[src/rtl/lirg_pkg.sv]
// Shared types and constants for the linear interpolation resampler with gain.
`timescale 1ns / 1ps
`default_nettype none
package lirg_pkg;
	localparam int unsigned ONE_POS = 65536;

	typedef enum logic [1:0] {
		FMT_S16   = 2'd0,
		FMT_S32   = 2'd1,
		FMT_FLOAT = 2'd2,
		FMT_RSVD  = 2'd3
	} fmt_t;

	typedef enum logic [1:0] {
		REG_FORMAT = 2'd0,
		REG_STEREO = 2'd1,
		REG_STEP   = 2'd2,
		REG_GAIN   = 2'd3
	} reg_idx_t;

	// Converted frame passed from front to back
	typedef struct packed {
		logic signed [15:0] left;
		logic signed [15:0] right;
		logic               last;
	} frame_t;

	// Float word to signed 16-bit: clamp to +-1, times 32767, truncate
	function automatic logic signed [15:0] float_to_s16(input logic [31:0] w);
		logic [7:0]  ex;
		logic [22:0] man;
		logic [23:0] m;
		logic [38:0] prod;
		logic [7:0]  sh;
		logic [15:0] mag;
		ex = w[30:23];
		man = w[22:0];
		m = (ex != 8'd0) ? {1'b1, man} : {1'b0, man};
		prod = 39'(m) * 39'd32767;
		sh = (ex != 8'd0) ? 8'(8'd150 - ex) : 8'd149;
		if (ex == 8'hFF && man != 23'd0) begin
			mag = 16'd0;
		end else if (ex >= 8'd127) begin
			mag = 16'd32767;
		end else if (sh >= 8'd39) begin
			mag = 16'd0;
		end else begin
			mag = 16'(prod >> sh);
		end
		return w[31] ? -$signed(mag) : $signed(mag);
	endfunction

	function automatic logic signed [15:0] to_s16(input logic [1:0] fmt,
			input logic [31:0] w);
		logic signed [15:0] r;
		case (fmt)
			FMT_FLOAT: r = float_to_s16(w);
			FMT_S32:   r = $signed(w[31:16]);
			default:   r = $signed(w[15:0]);
		endcase
		return r;
	endfunction
endpackage
`default_nettype wire

[src/rtl/lirg_queue.sv]
// Two-entry queue between front and back.
`timescale 1ns / 1ps
`default_nettype none
module lirg_queue (
	input  wire logic            clk,
	input  wire logic            arst_n,
	input  wire logic            wr_valid,
	output logic                 wr_ready,
	input  wire lirg_pkg::frame_t wr_data,
	output logic                 rd_valid,
	input  wire logic            rd_ready,
	output lirg_pkg::frame_t     rd_data
);
	lirg_pkg::frame_t mem_q [2];
	logic       wp_q, rp_q;
	logic [1:0] cnt_q;
	logic       wr, rd;

	assign wr_ready = cnt_q != 2'd2;
	assign rd_valid = cnt_q != 2'd0;
	assign rd_data = mem_q[rp_q];
	assign wr = wr_valid && wr_ready;
	assign rd = rd_valid && rd_ready;

	always_ff @(posedge clk or negedge arst_n) begin
		if (!arst_n) begin
			wp_q <= 1'b0;
			rp_q <= 1'b0;
			cnt_q <= 2'd0;
		end else begin
			if (wr) wp_q <= !wp_q;
			if (rd) rp_q <= !rp_q;
			cnt_q <= 2'(cnt_q + {1'b0, wr} - {1'b0, rd});
		end
	end

	always_ff @(posedge clk) begin
		if (wr) mem_q[wp_q] <= wr_data;
	end
endmodule
`default_nettype wire

[config.mk]
export PLATFORM = sky130hd
export DESIGN_NAME = lirg_queue
export DESIGN_NICKNAME = d
export VERILOG_FILES = /design/src/rtl/lirg_pkg.sv /design/src/rtl/lirg_queue.sv
export SDC_FILE = /design/constraint.sdc
export NUM_CORES = 1
export LEC_CHECK = 0
export BUFFER_PORTS_ARGS = -buffer_cell sky130_fd_sc_hd__buf_2
export CORE_ASPECT_RATIO = 2
export CORE_MARGIN = 1
export CORE_UTILIZATION = 40
export DETAILED_ROUTE_END_ITERATION = 16
export RECOVER_POWER = 100
export SYNTH_ARGS = -nofsm -noshare
export SYNTH_HDL_FRONTEND = slang
export SYNTH_SLANG_ARGS = --single-unit
[constraint.sdc]
create_clock -name clk -period 2.7 [get_ports clk]
set_input_delay 0 -clock clk [delete_from_list [all_inputs] [get_ports clk]]
set_output_delay 0 -clock clk [all_outputs]
set_load 0.03 [all_outputs]
==> metrics.sh, run 1 <==
VIAS=1512
REGISTER_AREA_UM2=2080
MIN_PERIOD_OVER_PERIOD=0.743
SYNTH_CELL_TYPE_COUNT=17
FINISH_STAGE_SETUP_VIOLS=0
TRITONCTS_CLOCK_TREE='done'
CP-START-KIND='register'
FINAL_AREA_UM2=3610
SLEW-LIMIT-HEADROOM=0.456
LENGTH_OF_THE_FIRST_DETAILED_ROUTING_PASS_IN_ITERATIONS=4
TIMING.FINAL.HOLD_VIOLATIONS=0
H_TREE_DEPTH=3
CRITPATHKIND='reg2reg'
PORT_BUFFERS=71
MIN_PATH_TYPE='in2async'
CELLPOWERDENSITY_nW_PER_UM2=1100
NUMPLACEDINSTANCES=280
TOP_LEVEL_PORTS=72
SYN-INSTANCE-COUNT=125
SYNTH-SEQ-CELLS=70
OUTCOME='finished, final reports clean'
CTS_REPAIR_RESIZE_COUNT=0
CRITICAL-PATH-SLOWEST-CELL='clkbuf_2'
ANTENNA_CELLS=0
GLOBAL_ROUTE.USAGE.MET3=0.0498
FINCLKSKEW_NS=0.00354
POST_SYNTH.CELL_AREA_AVG_UM2=20.9
DETAIL_ROUTE.DRC_VIOLATIONS=0
ROUTED_VIA_DENSITY=4.58
DRV_CAP=0
TOTALPOWERFINAL_W=0.00397
WORSTPATHBUFFERINVERTERCOUNT=1
ASYNC_RESET_FF_FRAC=0.0571
FINALWEIGHTEDCONGESTION=0.628
CRITICAL_PATH.CELL_CHAIN='nand2b_1 -> nand2_1 -> nor2_4 -> clkbuf_2'
CRIT_PATH_MAX_INCR_DELAY_NS=0.54
PATH_CLK_SLEW_NS=0.05
SYNTH_TOP_AREA_FRAC=0.760
ROUTED_WIRE_LENGTH_PER_INSTANCE_UM=14.8
DRT_FIRST_ITER_VIOLATIONS=34
WORST_SETUP_PATH_END_KIND='register'
SYNTH_FP_NETS=163
TOTAL_AREA_OF_MULTI_INPUT_COMBINATIONAL_CELLS_UM2=513
CTS.SINK_COUNT=70
LARGEST_AREA_CONTRIBUTOR_IN_THE_SYNTHESIZED_NETLIST='edfxtp_1'
TIMING.SETUP.TNS_NS=0
PATH_DELAY_FAMILY='simple AND/OR/NAND/NOR gates'
GLOBAL_ROUTE_WIRE_LENGTH_BEFORE_REPAIR_MM=7.53
SYN-CELL-AREA_UM2=2610
USE_MET2=0.292
GRT_UTIL_ALL_LAYERS=0.160
GRT_PASS1_VIAS=1631
DETAILED_PLACE.AREA_UM2=3090
DRT-TOTAL-WL_MM=4.90
MAXCLOCKFREQUENCY_GHz=0.498
WORSTMARGINPINSLEW_NS=0.816
DIE_H_UM=116
FLOORPLAN.DIE.WIDTH_UM=59.1
INITIAL_UTILIZATION=0.413
FILLERINSTANCES=541
CP.REQUIRED_NS=2.66
FLIP_FLOP_CELL_WITH_THE_HIGHEST_COUNT_AFTER_SYNTHESIS='edfxtp_1'
DRIVE_ABOVE_1_SHARE=0.270
AREA_DELTA_SYNTH_FINAL_PCT=38.6
GRT_START_MAX_NET_PINS=34
CP_DATA_ARRIVAL_TIME_NS=1.96
COUNT_OF_FLIP_FLOPS_WITH_A_BUILT_IN_ENABLE_AFTER_SYNTHESIS=66
DIE_AREA_UM2=6870
CP_MAX_FO=20
DRT.ANTENNA.VIOLATING_NETS=0
CLK-INSERTION-DELAY-LATE_NS=0.32
LAYOUT_MIN_CYCLE_TIME_NS=2.01
TIMING.FINAL.MAX_SLEW_VIOLATIONS=0
RSZ0062_AT_GRT='no'
ROW_COUNT=41
SYNTH_AREA_LEADERS='edfxtp_1, mux2_2, dfrtp_1'
GRT_REMAINING_OVERFLOW=0
NNETSFINAL=278
CTS_ROOT_BUF='clkbuf_16'
CTS.REPAIR_TIMING.SETUP_BUFFER_COUNT=0
POWER.LEAKAGE_nW=1.26
VDD.IR_DROP.WORST_mV=0.645
CTS_MAX_PATH_BUFFERS=2
DPL.HPWL_MM=3.18
FINAL_CELL_COUNT_NO_FILL=330
TOP_USAGE_LAYER='met2'
CTS_BUFFERS=9
CORE-AREA_UM2=6310
SYNTH-SEQ-AREA-SHARE=0.798
GRT_ANTENNA_BEFORE_REPAIR=0
SYNTH_WARNINGS=0
GRT_USE_MET1=0.152
[metrics by stage]
stage | worst slack, ns | utilization | hold slack, ns
floorplan | 0.521 | - | -0.296
global placement | 0.981 | 0.489 | -0.191
detailed placement | 0.906 | 0.489 | -0.187
CTS | 0.776 | 0.584 | 0.00899
global route | 0.521 | 0.573 | 0.0512
finish | 0.693 | 0.573 | 0.0579
[kinds of logic (layout without fill, tap and decap cells)]
| kind of cell | after synthesis | in the layout | share of synthesized area |
|---|---|---|---|
| buffers and inverters | 4 | 123 | 0.00768 |
| AND/OR/NAND/NOR | 11 | 11 | 0.0250 |
| AO/OA/AOI/OAI | 3 | 3 | 0.0115 |
| adder cells (fa/ha/maj) | 1 | 1 | 0.00480 |
| multiplexers | 33 | 33 | 0.143 |
| flip-flops | 70 | 70 | 0.798 |
| XOR/XNOR | 3 | 3 | 0.0101 |
[metal layers]
layer,up-vias,part of all wire
met4,0,0.020
met3,7,0.041
met1,739,0.35
met5,-,0
met2,47,0.59
li1,719,-
[path summary, 6_finish.rpt]
| path | slack, ns | cells past startpoint | to | from |
|---|---|---|---|---|
| max | 0.69 | 4 | mem_q[0][27]$_DFFE_PP_ | cnt_q[0]$_DFF_PN0_ |
| min | 0.06 | 2 | cnt_q[1]$_DFF_PN0_ | arst_n |
| max reg2reg | 0.69 | 4 | mem_q[0][27]$_DFFE_PP_ | cnt_q[0]$_DFF_PN0_ |
| min reg2reg | 0.54 | 1 | wp_q$_DFFE_PN0P_ | wp_q$_DFFE_PN0P_ |
| max in group asynchronous | 2.44 | 2 | rp_q$_DFFE_PN0P_ | arst_n |
| min in group clk | 0.09 | 3 | wp_q$_DFFE_PN0P_ | wr_valid |
[cells in the final DEF, fill, tap and decap left out, types with 2 or more instances in the layout]
master and instances:
buf_2 14, mux2_2 32, edfxtp_1 66, xnor2_1 3, clkinv_2 2, nor2_1 2
clkbuf_2 2, dfrtp_1 4, nand2_1 2, clkbuf_1 59, dlygate4sd3_1 35, clkbuf_16 9
[cell usage after synthesis (2+ instances only)]
master and n:
nor2_1 3, buf_2 4, xnor2_1 3, nand2_1 2
dfrtp_1 4, mux2_2 33, edfxtp_1 66
[flip-flops by register name, summed over array words and instances, names as in the netlist]
signal  cells
mem_q      66
cnt_q       2
rp_q        1
wp_q        1
[cell type report]
type	instances	area share
Sequential cell	70	0.576
Timing Repair Buffer	108	0.183
Multi-Input combinational cell	51	0.142
Clock buffer	13	0.0665
Tap cell	86	0.0298
Clock inverter	2	0.00277
[power by group]
part / internal, W / leakage [nW] / switching (W) / total, W
clock: 0.000612 / 0.123 / 0.000368 / 0.000980
sequential: 0.00149 / 0.661 / 0.000122 / 0.00162
combinational: 0.000472 / 0.471 / 0.000902 / 0.00137
total: 0.00258 / 1.26 / 0.00139 / 0.00397
[timing repair]
item / CTS / global route
hold buffers: 35 / 0
endpoints found under the hold margin: 71 / 0
endpoints found under the setup margin: 0 / 0
(Power assumes the default switching activity.)
==> run 2, diff against run 1 <==
==> constraint.sdc (replaced) <==
create_clock -name clk -period 2.06 [get_ports clk]
set_input_delay 0 -clock clk [delete_from_list [all_inputs] [get_ports clk]]
set_output_delay 0 -clock clk [all_outputs]
set_load 0.03 [all_outputs]
==> run 2 against run 1 <==
Die area is the same; power increased by 36%; sequential share of layout area down 0.81 points; global-route usage fell by 0.058 points; clock skew is 0.0021 ns higher; critical path type is now reg2out; largest cell class unchanged; largest power group unchanged.
==> metrics.sh, run 2 (synthesis results as in run 1) <==
MIN_PATH_TYPE='in2async'  # unchanged
POWER.LEAKAGE_nW=1.30  # was 1.26 nW
CP_MAX_FO=11  # was 20
NNETSFINAL=281  # was 278
TIMING.REG2REG.WORST_PATH_DEPTH=4  # unchanged
TIMING.FINAL.MAX_SLEW_VIOLATIONS=0  # unchanged
FINAL_AREA_UM2=3660  # was 3610 um2
DRV_CAP=0  # unchanged
TOP_LEVEL_PORTS=72  # unchanged
TIMING.FINAL.HOLD_VIOLATIONS=0  # unchanged
FLOORPLAN.DIE.WIDTH_UM=59.1  # unchanged
LAYOUT_TOP_REGISTERS='mem_q (66), cnt_q (2)'  # unchanged
H_TREE_DEPTH=3  # unchanged
DRT.ANTENNA.VIOLATING_NETS=0  # unchanged
SLEW-LIMIT-HEADROOM=0.662  # was 0.456
INITIAL_UTILIZATION=0.413  # unchanged
DPL.HPWL_MM=3.39  # was 3.18 mm
DRIVE_ABOVE_1_SHARE=0.302  # was 0.270
ROW_COUNT=41  # unchanged
VDD.IR_DROP.WORST_mV=0.890  # was 0.645 mV
GRT_UTIL_ALL_LAYERS=0.160  # about the same
GRT_PASS1_VIAS=1660  # was 1631
TOP_USAGE_LAYER='met2'  # unchanged
WORSTMARGINPINSLEW_NS=0.506  # was 0.816 ns
CTS_ROOT_BUF='clkbuf_16'  # unchanged
GRT_START_MAX_NET_PINS=34  # unchanged
GLOBAL_ROUTE.USAGE.MET3=0.0443  # was 0.0498
CTS.REPAIR_TIMING.SETUP_BUFFER_COUNT=0  # unchanged
TIMING.SETUP.TNS_NS=0  # unchanged
GRT_USE_MET1=0.142  # was 0.152
DRT_FIRST_ITER_VIOLATIONS=32  # was 34
ROUTED_VIA_DENSITY=4.53  # was 4.58
WORST_SETUP_PATH_END_KIND='output pin'  # was register
DETAILED_PLACE.AREA_UM2=3110  # was 3090 um2
AREA_DELTA_SYNTH_FINAL_PCT=40.5  # was 38.6%
TRITONCTS_CLOCK_TREE='done'  # unchanged
MAX_FLOP_REGISTER='mem_q'  # unchanged
FINALWEIGHTEDCONGESTION=0.698  # was 0.628
GRT_REMAINING_OVERFLOW=0  # unchanged
UTILIZATION=0.581  # was 0.573
DRT-TOTAL-WL_MM=4.98  # was 4.90 mm
MOST_FREQUENT_STANDARD_CELL_IN_THE_LAYOUT_EXCLUDING_FILL_AND_TAP_CELLS='edfxtp_1'  # unchanged
CLK-INSERTION-DELAY-LATE_NS=0.32  # about the same
ANTENNA_CELLS=0  # unchanged
CP_DATA_ARRIVAL_TIME_NS=1.87  # was 1.96 ns
CORE-AREA_UM2=6310  # unchanged
CTS.SINK_COUNT=70  # unchanged
FINISH_STAGE_SETUP_VIOLS=0  # unchanged
MAXCLOCKFREQUENCY_GHz=0.536
FINCLKSKEW_NS=0.00560  # was 0.00354 ns
USE_MET2=0.302  # was 0.292
LAYOUT_MIN_CYCLE_TIME_NS=1.87
DIE_AREA_UM2=6870  # unchanged
FILLERINSTANCES=536  # was 541
GRT_ANTENNA_BEFORE_REPAIR=0  # unchanged
VIAS=1514  # was 1512
CTS_BUFFERS=9  # unchanged
CRITPATHKIND='reg2out'  # was reg2reg
MIN_PERIOD_OVER_PERIOD=0.906
MOSTFREQUENTLAYOUTCELLS='edfxtp_1, clkbuf_1, dlygate4sd3_1'  # unchanged
OUTCOME='finished, final reports clean'  # unchanged
ROUTED_WIRE_LENGTH_PER_INSTANCE_UM=14.9  # was 14.8 um
POST_CTS_HOLD_BUFFER_COUNT=35  # unchanged
GLOBAL_ROUTE_WIRE_LENGTH_BEFORE_REPAIR_MM=7.61  # was 7.53 mm
CTS_MAX_PATH_BUFFERS=2  # unchanged
LENGTH_OF_THE_FIRST_DETAILED_ROUTING_PASS_IN_ITERATIONS=4  # unchanged
DIE_H_UM=116  # unchanged
CTS_REPAIR_RESIZE_COUNT=0  # unchanged
CP-START-KIND='register'  # unchanged
CELLPOWERDENSITY_nW_PER_UM2=1470  # was 1100 nW/um2
RSZ0062_AT_GRT='no'  # unchanged
PATH_CLK_SLEW_NS=0.05  # about the same
CP.REQUIRED_NS=2.06  # was 2.66 ns
DETAIL_ROUTE.DRC_VIOLATIONS=0  # unchanged
PORT_BUFFERS=71  # unchanged
LARGEST_REGISTER_FFS=66  # unchanged
==> run 2: path summary, 6_finish.rpt <==
| path | start | endpoint | slack, ns |
|---|---|---|---|
| max | rp_q$_DFFE_PN0P_ | rd_data[22] | 0.19 |
| min | arst_n | cnt_q[0]$_DFF_PN0_ | 0.05 |
| max reg2reg | cnt_q[0]$_DFF_PN0_ | mem_q[0][3]$_DFFE_PP_ | 0.41 |
| min reg2reg | wp_q$_DFFE_PN0P_ | wp_q$_DFFE_PN0P_ | 0.54 |
| max in group asynchronous | arst_n | rp_q$_DFFE_PN0P_ | 1.80 |
| min in group clk | wr_valid | wp_q$_DFFE_PN0P_ | 0.08 |
==> run 2: area by class of cell <==
type | instances | area, um2 | area share
clock inverter | 1 | 30.0 | 0.00819
clock buffer | 15 | 258 | 0.0703
multi-input combinational | 51 | 513 | 0.140
timing repair buffer | 111 | 674 | 0.184
tap | 86 | 108 | 0.0294
sequential | 70 | 2080 | 0.568
==> run 2: per-stage QoR <==
step / hold slack, ns / power (W) / worst slack [ns] / instances
CTS: 0.00581 / 0.00556 / 0.292 / 334
detailed placement: -0.181 / 0.00403 / 0.639 / 283
floorplan: -0.296 / 0.00346 / 0.222 / 125
global placement: -0.186 / 0.00398 / 0.650 / 283
finish: 0.0522 / 0.00540 / 0.194 / 334
global route: 0.0715 / 0.00563 / 0.0978 / 334
==> run 2: where the power goes <==
part / internal, W / switching (W)
sequential: 0.00196 / 0.000142
combinational: 0.000633 / 0.00120
clock: 0.000971 / 0.000497
total: 0.00356 / 0.00184
==> run 2: metal layers <==
layer,share of wire,vias to the layer above
met1,0.35,732
met2,0.59,49
li1,-,723
met4,0.025,0
met5,0,-
met3,0.041,10
==> run 2: critical path, stage by stage (launching register included) <==
cell,delay (ns)
dfrtp_1,0.59
clkbuf_2,0.38
mux2_2,0.39
clkbuf_2,0.19
